**config.mk**
```make
export PLATFORM = sky130hd
export DESIGN_NAME = tlpt_ctrl
export DESIGN_NICKNAME = d
export VERILOG_FILES = /design/src/sv/tlpt_pkg.sv /design/src/sv/tlpt_ctrl.sv
export SDC_FILE = /design/constraint.sdc
export NUM_CORES = 1
export LEC_CHECK = 0
export ABC_AREA = 1
export BUFFER_PORTS_ARGS = -buffer_cell sky130_fd_sc_hd__buf_2
export CAP_MARGIN = 5
export CORE_AREA = 2 2 39 41
export DETAILED_ROUTE_END_ITERATION = 7
export DIE_AREA = 0 0 41 43
export GPL_ROUTABILITY_DRIVEN = 0
export PLACE_DENSITY_LB_ADDON = 0.25
export SLEW_MARGIN = 15
export SYNTH_ARGS = -nofsm -noshare
export SYNTH_HDL_FRONTEND = slang
export SYNTH_SLANG_ARGS = --single-unit
```
**constraint.sdc**
```tcl
create_clock -name clk -period 1.6 [get_ports clk]
set_input_delay 0.32 -clock clk [delete_from_list [all_inputs] [get_ports clk]]
set_output_delay 0.32 -clock clk [all_outputs]
set_load 0.02 [all_outputs]
```
**src/sv/tlpt_pkg.sv**
```systemverilog
// Shared types and constants for the two-level page table engine.
// No dependencies.
package tlpt_pkg;

	localparam logic [1:0] CMD_MAP = 2'd0;
	localparam logic [1:0] CMD_UNMAP = 2'd1;
	localparam logic [1:0] CMD_XLATE = 2'd2;
	localparam logic [1:0] CMD_NOP = 2'd3;

	localparam logic [2:0] ST_OK = 3'd0;
	localparam logic [2:0] ST_ALIGN = 3'd1;
	localparam logic [2:0] ST_BUSY = 3'd2;
	localparam logic [2:0] ST_DIR_EMPTY = 3'd3;
	localparam logic [2:0] ST_NO_TABLE = 3'd4;

	localparam int DIR_ENTRIES = 1024;
	localparam int PAGES_PER_TABLE = 1024;
	localparam int DIR_W = 10;
	localparam int TAB_W = 10;

	typedef struct packed {
		logic [1:0] command;
		logic [31:0] phys_addr;
		logic [31:0] virt_addr;
		logic [11:0] attributes;
	} req_t;

	typedef struct packed {
		logic [2:0] status;
		logic [31:0] translated_addr;
	} rsp_t;

	typedef enum logic [3:0] {
		S_INIT,
		S_IDLE,
		S_DIR_RD,
		S_DECIDE,
		S_CLEAR,
		S_ENT_RD,
		S_ENT_CHK,
		S_OCC_CHK,
		S_DONE
	} state_t;

	// controller to datapath
	typedef struct packed {
		logic init_step;
		logic load;
		logic dir_rd;
		logic ent_rd;
		logic alloc;
		logic clr_step;
		logic ent_chk;
		logic ent_write;
		logic ent_zero;
		logic occ_check;
		logic finish;
	} ctl_t;

	// datapath to controller
	typedef struct packed {
		logic [1:0] command;
		logic misaligned;
		logic dir_valid;
		logic slot_free;
		logic init_last;
		logic clr_last;
		logic entry_nz;
	} sts_t;

endpackage

```
**src/sv/tlpt_ctrl.sv**
```systemverilog
// Controller state machine for the page table engine.
// Depends on tlpt_pkg.
module tlpt_ctrl (
	input logic clk,
	input logic arst_n,
	input logic start,
	output logic busy,
	input tlpt_pkg::sts_t sts,
	output tlpt_pkg::ctl_t ctl
);
	tlpt_pkg::state_t state_q, state_d;

	always_ff @(posedge clk or negedge arst_n) begin
		if (!arst_n) state_q <= tlpt_pkg::S_INIT;
		else state_q <= state_d;
	end

	always_comb begin
		state_d = state_q;
		unique case (state_q)
			tlpt_pkg::S_INIT: if (sts.init_last) state_d = tlpt_pkg::S_IDLE;
			tlpt_pkg::S_IDLE: if (start) state_d = tlpt_pkg::S_DIR_RD;
			tlpt_pkg::S_DIR_RD: state_d = tlpt_pkg::S_DECIDE;
			tlpt_pkg::S_DECIDE: begin
				priority if (sts.command == tlpt_pkg::CMD_MAP) begin
					if (sts.misaligned) state_d = tlpt_pkg::S_DONE;
					else if (sts.dir_valid) state_d = tlpt_pkg::S_ENT_RD;
					else if (sts.slot_free) state_d = tlpt_pkg::S_CLEAR;
					else state_d = tlpt_pkg::S_DONE;
				end else if (sts.command == tlpt_pkg::CMD_UNMAP) begin
					if (sts.misaligned || !sts.dir_valid) state_d = tlpt_pkg::S_DONE;
					else state_d = tlpt_pkg::S_ENT_RD;
				end else if (sts.command == tlpt_pkg::CMD_XLATE) begin
					if (!sts.dir_valid) state_d = tlpt_pkg::S_DONE;
					else state_d = tlpt_pkg::S_ENT_RD;
				end else state_d = tlpt_pkg::S_DONE;
			end
			tlpt_pkg::S_CLEAR: if (sts.clr_last) state_d = tlpt_pkg::S_DONE;
			tlpt_pkg::S_ENT_RD: state_d = tlpt_pkg::S_ENT_CHK;
			tlpt_pkg::S_ENT_CHK:
				state_d = (sts.command == tlpt_pkg::CMD_UNMAP) ? tlpt_pkg::S_OCC_CHK
					: tlpt_pkg::S_DONE;
			tlpt_pkg::S_OCC_CHK: state_d = tlpt_pkg::S_DONE;
			tlpt_pkg::S_DONE: state_d = tlpt_pkg::S_IDLE;
			default: state_d = tlpt_pkg::S_IDLE;
		endcase
	end

	always_comb begin
		ctl = '0;
		busy = (state_q != tlpt_pkg::S_IDLE);
		unique case (state_q)
			tlpt_pkg::S_INIT: ctl.init_step = 1'b1;
			tlpt_pkg::S_IDLE: ctl.load = start;
			tlpt_pkg::S_DIR_RD: ctl.dir_rd = 1'b1;
			tlpt_pkg::S_DECIDE: begin
				ctl.ent_rd = 1'b1;
				ctl.alloc = (sts.command == tlpt_pkg::CMD_MAP) && !sts.misaligned
					&& !sts.dir_valid && sts.slot_free;
			end
			tlpt_pkg::S_CLEAR: ctl.clr_step = 1'b1;
			tlpt_pkg::S_ENT_RD: ;
			tlpt_pkg::S_ENT_CHK: begin
				ctl.ent_chk = 1'b1;
				ctl.ent_write = (sts.command == tlpt_pkg::CMD_MAP) && !sts.entry_nz;
				ctl.ent_zero = (sts.command == tlpt_pkg::CMD_UNMAP) && sts.entry_nz;
			end
			tlpt_pkg::S_OCC_CHK: ctl.occ_check = 1'b1;
			tlpt_pkg::S_DONE: ctl.finish = 1'b1;
			default: ;
		endcase
	end

`ifndef SYNTHESIS
	a_clear_from_alloc: assert property (@(posedge clk) disable iff (!arst_n)
		(state_q == tlpt_pkg::S_CLEAR && $past(state_q) != tlpt_pkg::S_CLEAR)
		|-> $past(state_q) == tlpt_pkg::S_DECIDE)
		else $error("clear entered without allocation");
	a_done_idle: assert property (@(posedge clk) disable iff (!arst_n)
		state_q == tlpt_pkg::S_DONE |=> state_q == tlpt_pkg::S_IDLE)
		else $error("done not followed by idle");
	a_start_busy: assert property (@(posedge clk) disable iff (!arst_n)
		(start && !busy) |=> busy)
		else $error("accepted word did not raise busy");
`endif
endmodule

```
==> impl_metrics.toml, run 1 <==
[clock_network]
cts_tree = "yes"
clk_latency_ps = 230
cts_buffers = 3
clockBufferDepth = 2
root_buffer = "clkbuf_4"
clock-sinks = 4
clk_pin_slew_ps = 40
htree_levels = 1

[synthesis]
synth_area_leaders = "dfrtp_1 (24%), nand2_1 (16%), inv_1 (13%), nand3_1 (11%), nor2_1 (10%)"
synth-seq-area-share = 0.245
async_reset_ff_frac = 1.00
yosys.area.top_type = "dfrtp_1"
synth_top_area_share = 0.245
synth_ff_type = "dfrtp_1"
synth-edff-count = 0
syn_area_um2 = 409
synth.distinct_cells = 15
mappedNetlistNets = 83
synth.most_common_cell = "nand2_1"
synth_commonest_cells = "nand2_1 (17), inv_1 (14), nor2_1 (11)"
syn_avg_cell_area_um2 = 5.68
synth_warnings = 0
netlist_instances = 72
ys_seq_elements = 4

[timing]
fmax_ghz = 0.614
period_needed_ps = 1630
hold_viol = 0
finClkSkew_ps = 2.66
tightest_slew_ps = 293
final.setup.tns_ps = -36.6
maxSlewViolCount = 0
rsz0062_at_grt = "true"
worst_slack_ps = -28.4
slew_headroom = 0.804
setup_viol_count_final = 3
fin_crit_sh = 1.02
hold_ws_ps = 354

[route]
wl_met2_um = 529
drtAntennaViolNets = 0
wl_per_cell_um = 9.36
wl_um = 1100
m1WireLength_um = 498
drt_first_pass_iters = 4
highest_layer = "met3"
wl_met3_um = 75
drc = 0
drt_iter0_drc = 18
via_per_inst = 4.58
vias = 540

[finish]
drive_gt1_frac = 0.431
nFillCells = 147
reg_top3 = "state_q: 4 flops"
nets = 115
layout-area-overhead-vs-synth_pct = 54.4
num_antenna_cells = 0
largest_reg_flops = 4
top_register = "state_q"

[power]
powerDensity_mw_per_mm2 = 1650
vdd_drop_max_v = 0.000800
intPower_mw = 0.481
p_leak_nw = 0.374
p_seq_frac = 0.194
p_sw_mw = 0.561
combPwrFrac = 0.691
p_sw_frac = 0.538
clkPwrFrac = 0.115

[placed_design]
place_worst_setup_slack_ps = 133
numPortBuffers = 22
dpl.hpwl_um = 872

[floorplan]
die_y_um = 43
fp-row-count = 14
start_util = 0.296
dieArea_mm2 = 0.00176
die_x_um = 41
core_area_mm2 = 0.00138
num_io_pins = 23

[worst_setup_path]
worstSetupPathDepth = 6
reg2regPathDepth = 6
path_max_fanout = 4
endpoint = "ctl[6]"
cp-end-kind = "output port"
worstSetupPathType = "flop to output port"
path_cells = "inv_2 -> nand2_2 -> nor2_4 -> nand3_2 -> nor4_2 -> buf_4"
rr_endpoint = "state_q[0]$_DFFE_PN0P_"
critPathTopFamily = "simple AND/OR/NAND/NOR gates"
crit_slowest_cell = "dfrtp_1"
critPathBufInv = 2
startpoint_type = "flop"
worstPathArrival_ps = 1310
ff2ff_setup_slack_ps = 320
cp_slowest_stage_delay_ps = 390
r2r-start = "state_q[2]$_DFFE_PN0P_"
critical_path_required_ps = 1280
critical_path.startpoint = "state_q[3]$_DFFE_PN0P_"

[global_routing]
grt_overflow_total = 0
grt_first_pass_wirelength_um = 1750
grt_max_degree = 6
grt_antenna_before_repair = 0
grt_pass1_vias = 440
grt_usage = 0.140

[hold_path]
hold_depth = 4
hold_class = "primary input to flop"

[status]
status = "finished with violations"
violations = "negative setup slack"

[job]
maxCapViolCount = 0
## worst min path at each step
stage / startpoint / endpoint / slack, ps
after floorplan: arst_n / state_q[0]$_DFFE_PN0P_ / 20
after global placement: arst_n / state_q[0]$_DFFE_PN0P_ / 130
after detailed placement: arst_n / state_q[0]$_DFFE_PN0P_ / 130
after CTS: sts[1] / state_q[2]$_DFFE_PN0P_ / 350
after global routing: sts[1] / state_q[2]$_DFFE_PN0P_ / 410
final: sts[1] / state_q[2]$_DFFE_PN0P_ / 350
## worst reg2reg max path: cells and delay by family (launching register included)
family	cells	cell delay (ps)
flops	1	410
buf+inv	1	50
simple gates	5	700
## layer usage
layer  GRT usage  up-vias
met3      0.0209        0
met4      0.0400        0
met5           0        -
met2       0.216       18
met1       0.196      234
li1            -      288
## logic make-up (layout without fill, tap and decap cells)
| group | Yosys count | in the layout | share of synthesized area |
|---|---|---|---|
| AO/OA/AOI/OAI | 4 | 4 | 0.0520 |
| buffers and inverters | 16 | 46 | 0.147 |
| flip-flops | 4 | 4 | 0.245 |
| AND/OR/NAND/NOR | 48 | 48 | 0.557 |
## power by group through the flow
stage               Combinational (mW)  Clock, mW  Sequential [mW]
floorplan                        0.478          0            0.187
global placement                 0.650          0            0.196
detailed placement               0.645          0            0.196
CTS                              0.690      0.124            0.197
global route                     0.806      0.129            0.211
finish                           0.719      0.120            0.202
## through the flow
stage               cell area [µm²]  std cells   util  total power [mW]
floorplan                       414         72      -             0.666
global placement                544        110  0.393             0.846
detailed placement              544        110  0.393             0.841
CTS                             607        116  0.439              1.01
global route                    632        118  0.457              1.15
finish                          632        118  0.457              1.04
## final cells by class
class | instances | area, µm² | share of cell area
Multi-Input combinational cell | 52 | 269 | 0.426
Clock buffer | 3 | 22.5 | 0.0356
Sequential cell | 4 | 100 | 0.158
Timing Repair Buffer | 27 | 160 | 0.253
Tap cell | 16 | 20.0 | 0.0317
Inverter | 16 | 60.1 | 0.0950
## repair_timing
item                                    CTS  global route
pin swaps                                 2             0
hold buffers                              1             0
hold endpoints to repair                  4             0
resized for setup                         5             5
buffers inserted                          2             2
endpoints found under the setup margin    3             6
## layout by cell type, fill, tap and decap left out
cell / Yosys / layout
a21oi_1: 2 / 2
a31oi_1: 1 / 1
buf_2: 0 / 18
buf_4: 0 / 8
clkbuf_4: 0 / 3
dfrtp_1: 4 / 4
dlygate4sd3_1: 0 / 1
inv_1: 14 / 12
inv_2: 2 / 4
nand2_1: 17 / 16
nand2_2: 2 / 3
nand3_1: 9 / 7
nand3_2: 0 / 2
nand4_1: 3 / 3
nor2_1: 11 / 10
nor2_2: 2 / 3
nor2_4: 1 / 1
nor3_1: 2 / 1
nor3_2: 0 / 1
nor4_2: 1 / 1
o21ai_0: 1 / 1
Power figures use the tool's default switching activity.
==> run 2, diff against run 1 <==
Settings changed: CTS_BUF_LIST from default to sky130_fd_sc_hd__clkbuf_8 sky130_fd_sc_hd__clkbuf_16.
==> run 2 against run 1 <==
  * The flow still finishes with violations (negative setup slack)
  * Worst setup slack better by 3.8 ps
  * Core utilization grew 1.2 points
  * Clock power is 79% higher
==> impl_metrics.toml, run 2 (synthesis results as in run 1) <==
[finish]
nFillCells = 145
drive_gt1_frac = 0.431
nets = 115
multiInputGateArea_um2 = 269
top_register = "state_q"
final_common_cell = "buf_2"
layout-area-overhead-vs-synth_pct = 58.4
num_antenna_cells = 0
final_cell_mix = "buf_2 (19), nand2_1 (16), inv_1 (12), nor2_1 (10)"
largest_reg_flops = 4
final_area_um2 = 648
layout.area.seq_um2 = 100
reg_top3 = "state_q: 4 flops"

[global_routing]
use_met2 = 0.213
grt_pass1_vias = 449
grt_first_pass_wirelength_um = 1760
use_met1 = 0.199
grt-busiest-layer = "met2"
grt_usage = 0.142
grt_overflow_total = 0
grt_antenna_before_repair = 0
grt_use_met3 = 0.0209
grt_max_degree = 6

[timing]
hold_ws_ps = 372
hold_viol = 0
rsz0062_at_grt = "true"
final.setup.tns_ps = -29.4
setup_viol_count_final = 2
fmax_ghz = 0.616
worst_slack_ps = -24.6
tightest_slew_ps = 306
fin_crit_sh = 1.02
period_needed_ps = 1620
slew_headroom = 0.795
maxSlewViolCount = 0
finClkSkew_ps = 4.54

[hold_path]
hold_depth = 4
min_to = "state_q[2]$_DFFE_PN0P_"
hold_class = "primary input to flop"
min_from = "sts[1]"

[route]
vias = 553
drt_iter0_drc = 13
wl_per_cell_um = 9.75
drc = 0
wl_um = 1150
via_per_inst = 4.69
drt_first_pass_iters = 4
drtAntennaViolNets = 0

[power]
clkPwrFrac = 0.189
p_sw_frac = 0.513
p_leak_nw = 0.382
powerDensity_mw_per_mm2 = 1750
p_sw_mw = 0.583
vdd_drop_max_v = 0.000834
p_seq_frac = 0.180
combPwrFrac = 0.632
intPower_mw = 0.553

[floorplan]
die_x_um = 41
num_io_pins = 23
start_util = 0.296
dieArea_mm2 = 0.00176
core_area_mm2 = 0.00138
die_y_um = 43
fp-row-count = 14

[clock_network]
htree_levels = 1
cts_buffers = 3
cts_tree = "yes"
clockBufferDepth = 2
clock-sinks = 4
root_buffer = "clkbuf_8"
clk_pin_slew_ps = 40
clk_latency_ps = 220

[worst_setup_path]
ff2ff_setup_slack_ps = 310
worstPathArrival_ps = 1300
r2r-start = "state_q[2]$_DFFE_PN0P_"
path_cells = "inv_2 -> nand2_2 -> nor2_4 -> nand3_2 -> nor4_2 -> buf_4"
crit_slowest_cell = "dfrtp_1"
startpoint_type = "flop"
cp_slowest_stage_delay_ps = 400
rr_endpoint = "state_q[0]$_DFFE_PN0P_"
critPathTopFamily = "simple AND/OR/NAND/NOR gates"
critPathBufInv = 2
reg2regPathDepth = 6
cp-end-kind = "output port"
critical_path.startpoint = "state_q[3]$_DFFE_PN0P_"
path_max_fanout = 4
worstSetupPathType = "flop to output port"
critical_path_required_ps = 1280

[status]
status = "finished with violations"
violations = "negative setup slack"

[placed_design]
placed_area_um2 = 544
place_worst_setup_slack_ps = 133
dpl.hpwl_um = 872
numPortBuffers = 22

[job]
maxCapViolCount = 0
[run 2: cell counts in the layout (fill, tap and decap cells not counted)]
Identical to the previous run, type by type.
[run 2: worst max path at each step]
stage	to	slack, ps	cells past startpoint
final	ctl[6]	-20	6
after CTS	ctl[6]	-10	6
after floorplan	ctl[6]	30	5
after detailed placement	ctl[6]	130	6
after global placement	ctl[6]	120	6
after global routing	ctl[8]	-110	4
[run 2: through the flow]
step                utilization  power (mW)  cells
global route              0.468        1.23    118
detailed placement        0.393       0.841    110
global placement          0.393       0.846    110
finish                    0.468        1.14    118
floorplan                     -       0.666     72
CTS                       0.452        1.10    116
[run 2: per-layer routing]
metal  vias up  routed length (µm)
met4         0                  16
li1        288                   -
met2        32                 524
met5         -                   0
met3         2                  92
met1       231                 517
[run 2: power groups by stage]
stage          clock [mW]  combinational (mW)  sequential (mW)
3_5_place_dp            0               0.645            0.196
2_1_floorplan           0               0.478            0.187
5_1_grt             0.222               0.796            0.211
4_1_cts             0.217               0.687            0.196
3_3_place_gp            0               0.650            0.196
6_report            0.215               0.717            0.204
[run 2: layout make-up]
cell class / instances / share of cell area
multi-input cells: 52 / 0.415
repair buffers: 27 / 0.243
flip-flops and latches: 4 / 0.154
inverters: 16 / 0.0927
clock buffers: 3 / 0.0637
well taps: 16 / 0.0309
[run 2: repair_timing]
item | in CTS | in global routing
buffers inserted | 2 | 2
endpoints found under the setup margin | 2 | 5
pin swaps | 2 | 1
hold buffers | 1 | 0
cloned | 0 | 0
resized for setup | 5 | 4
hold endpoints to repair | 4 | 0
[run 2: worst reg2reg max path: stages, from the launching register on]
cell     delay (ps)
dfrtp_1         410
nor2_1          290
nand4_1         150
nand3_1         170
inv_1            50
nand2_1          60
nand2_1          50
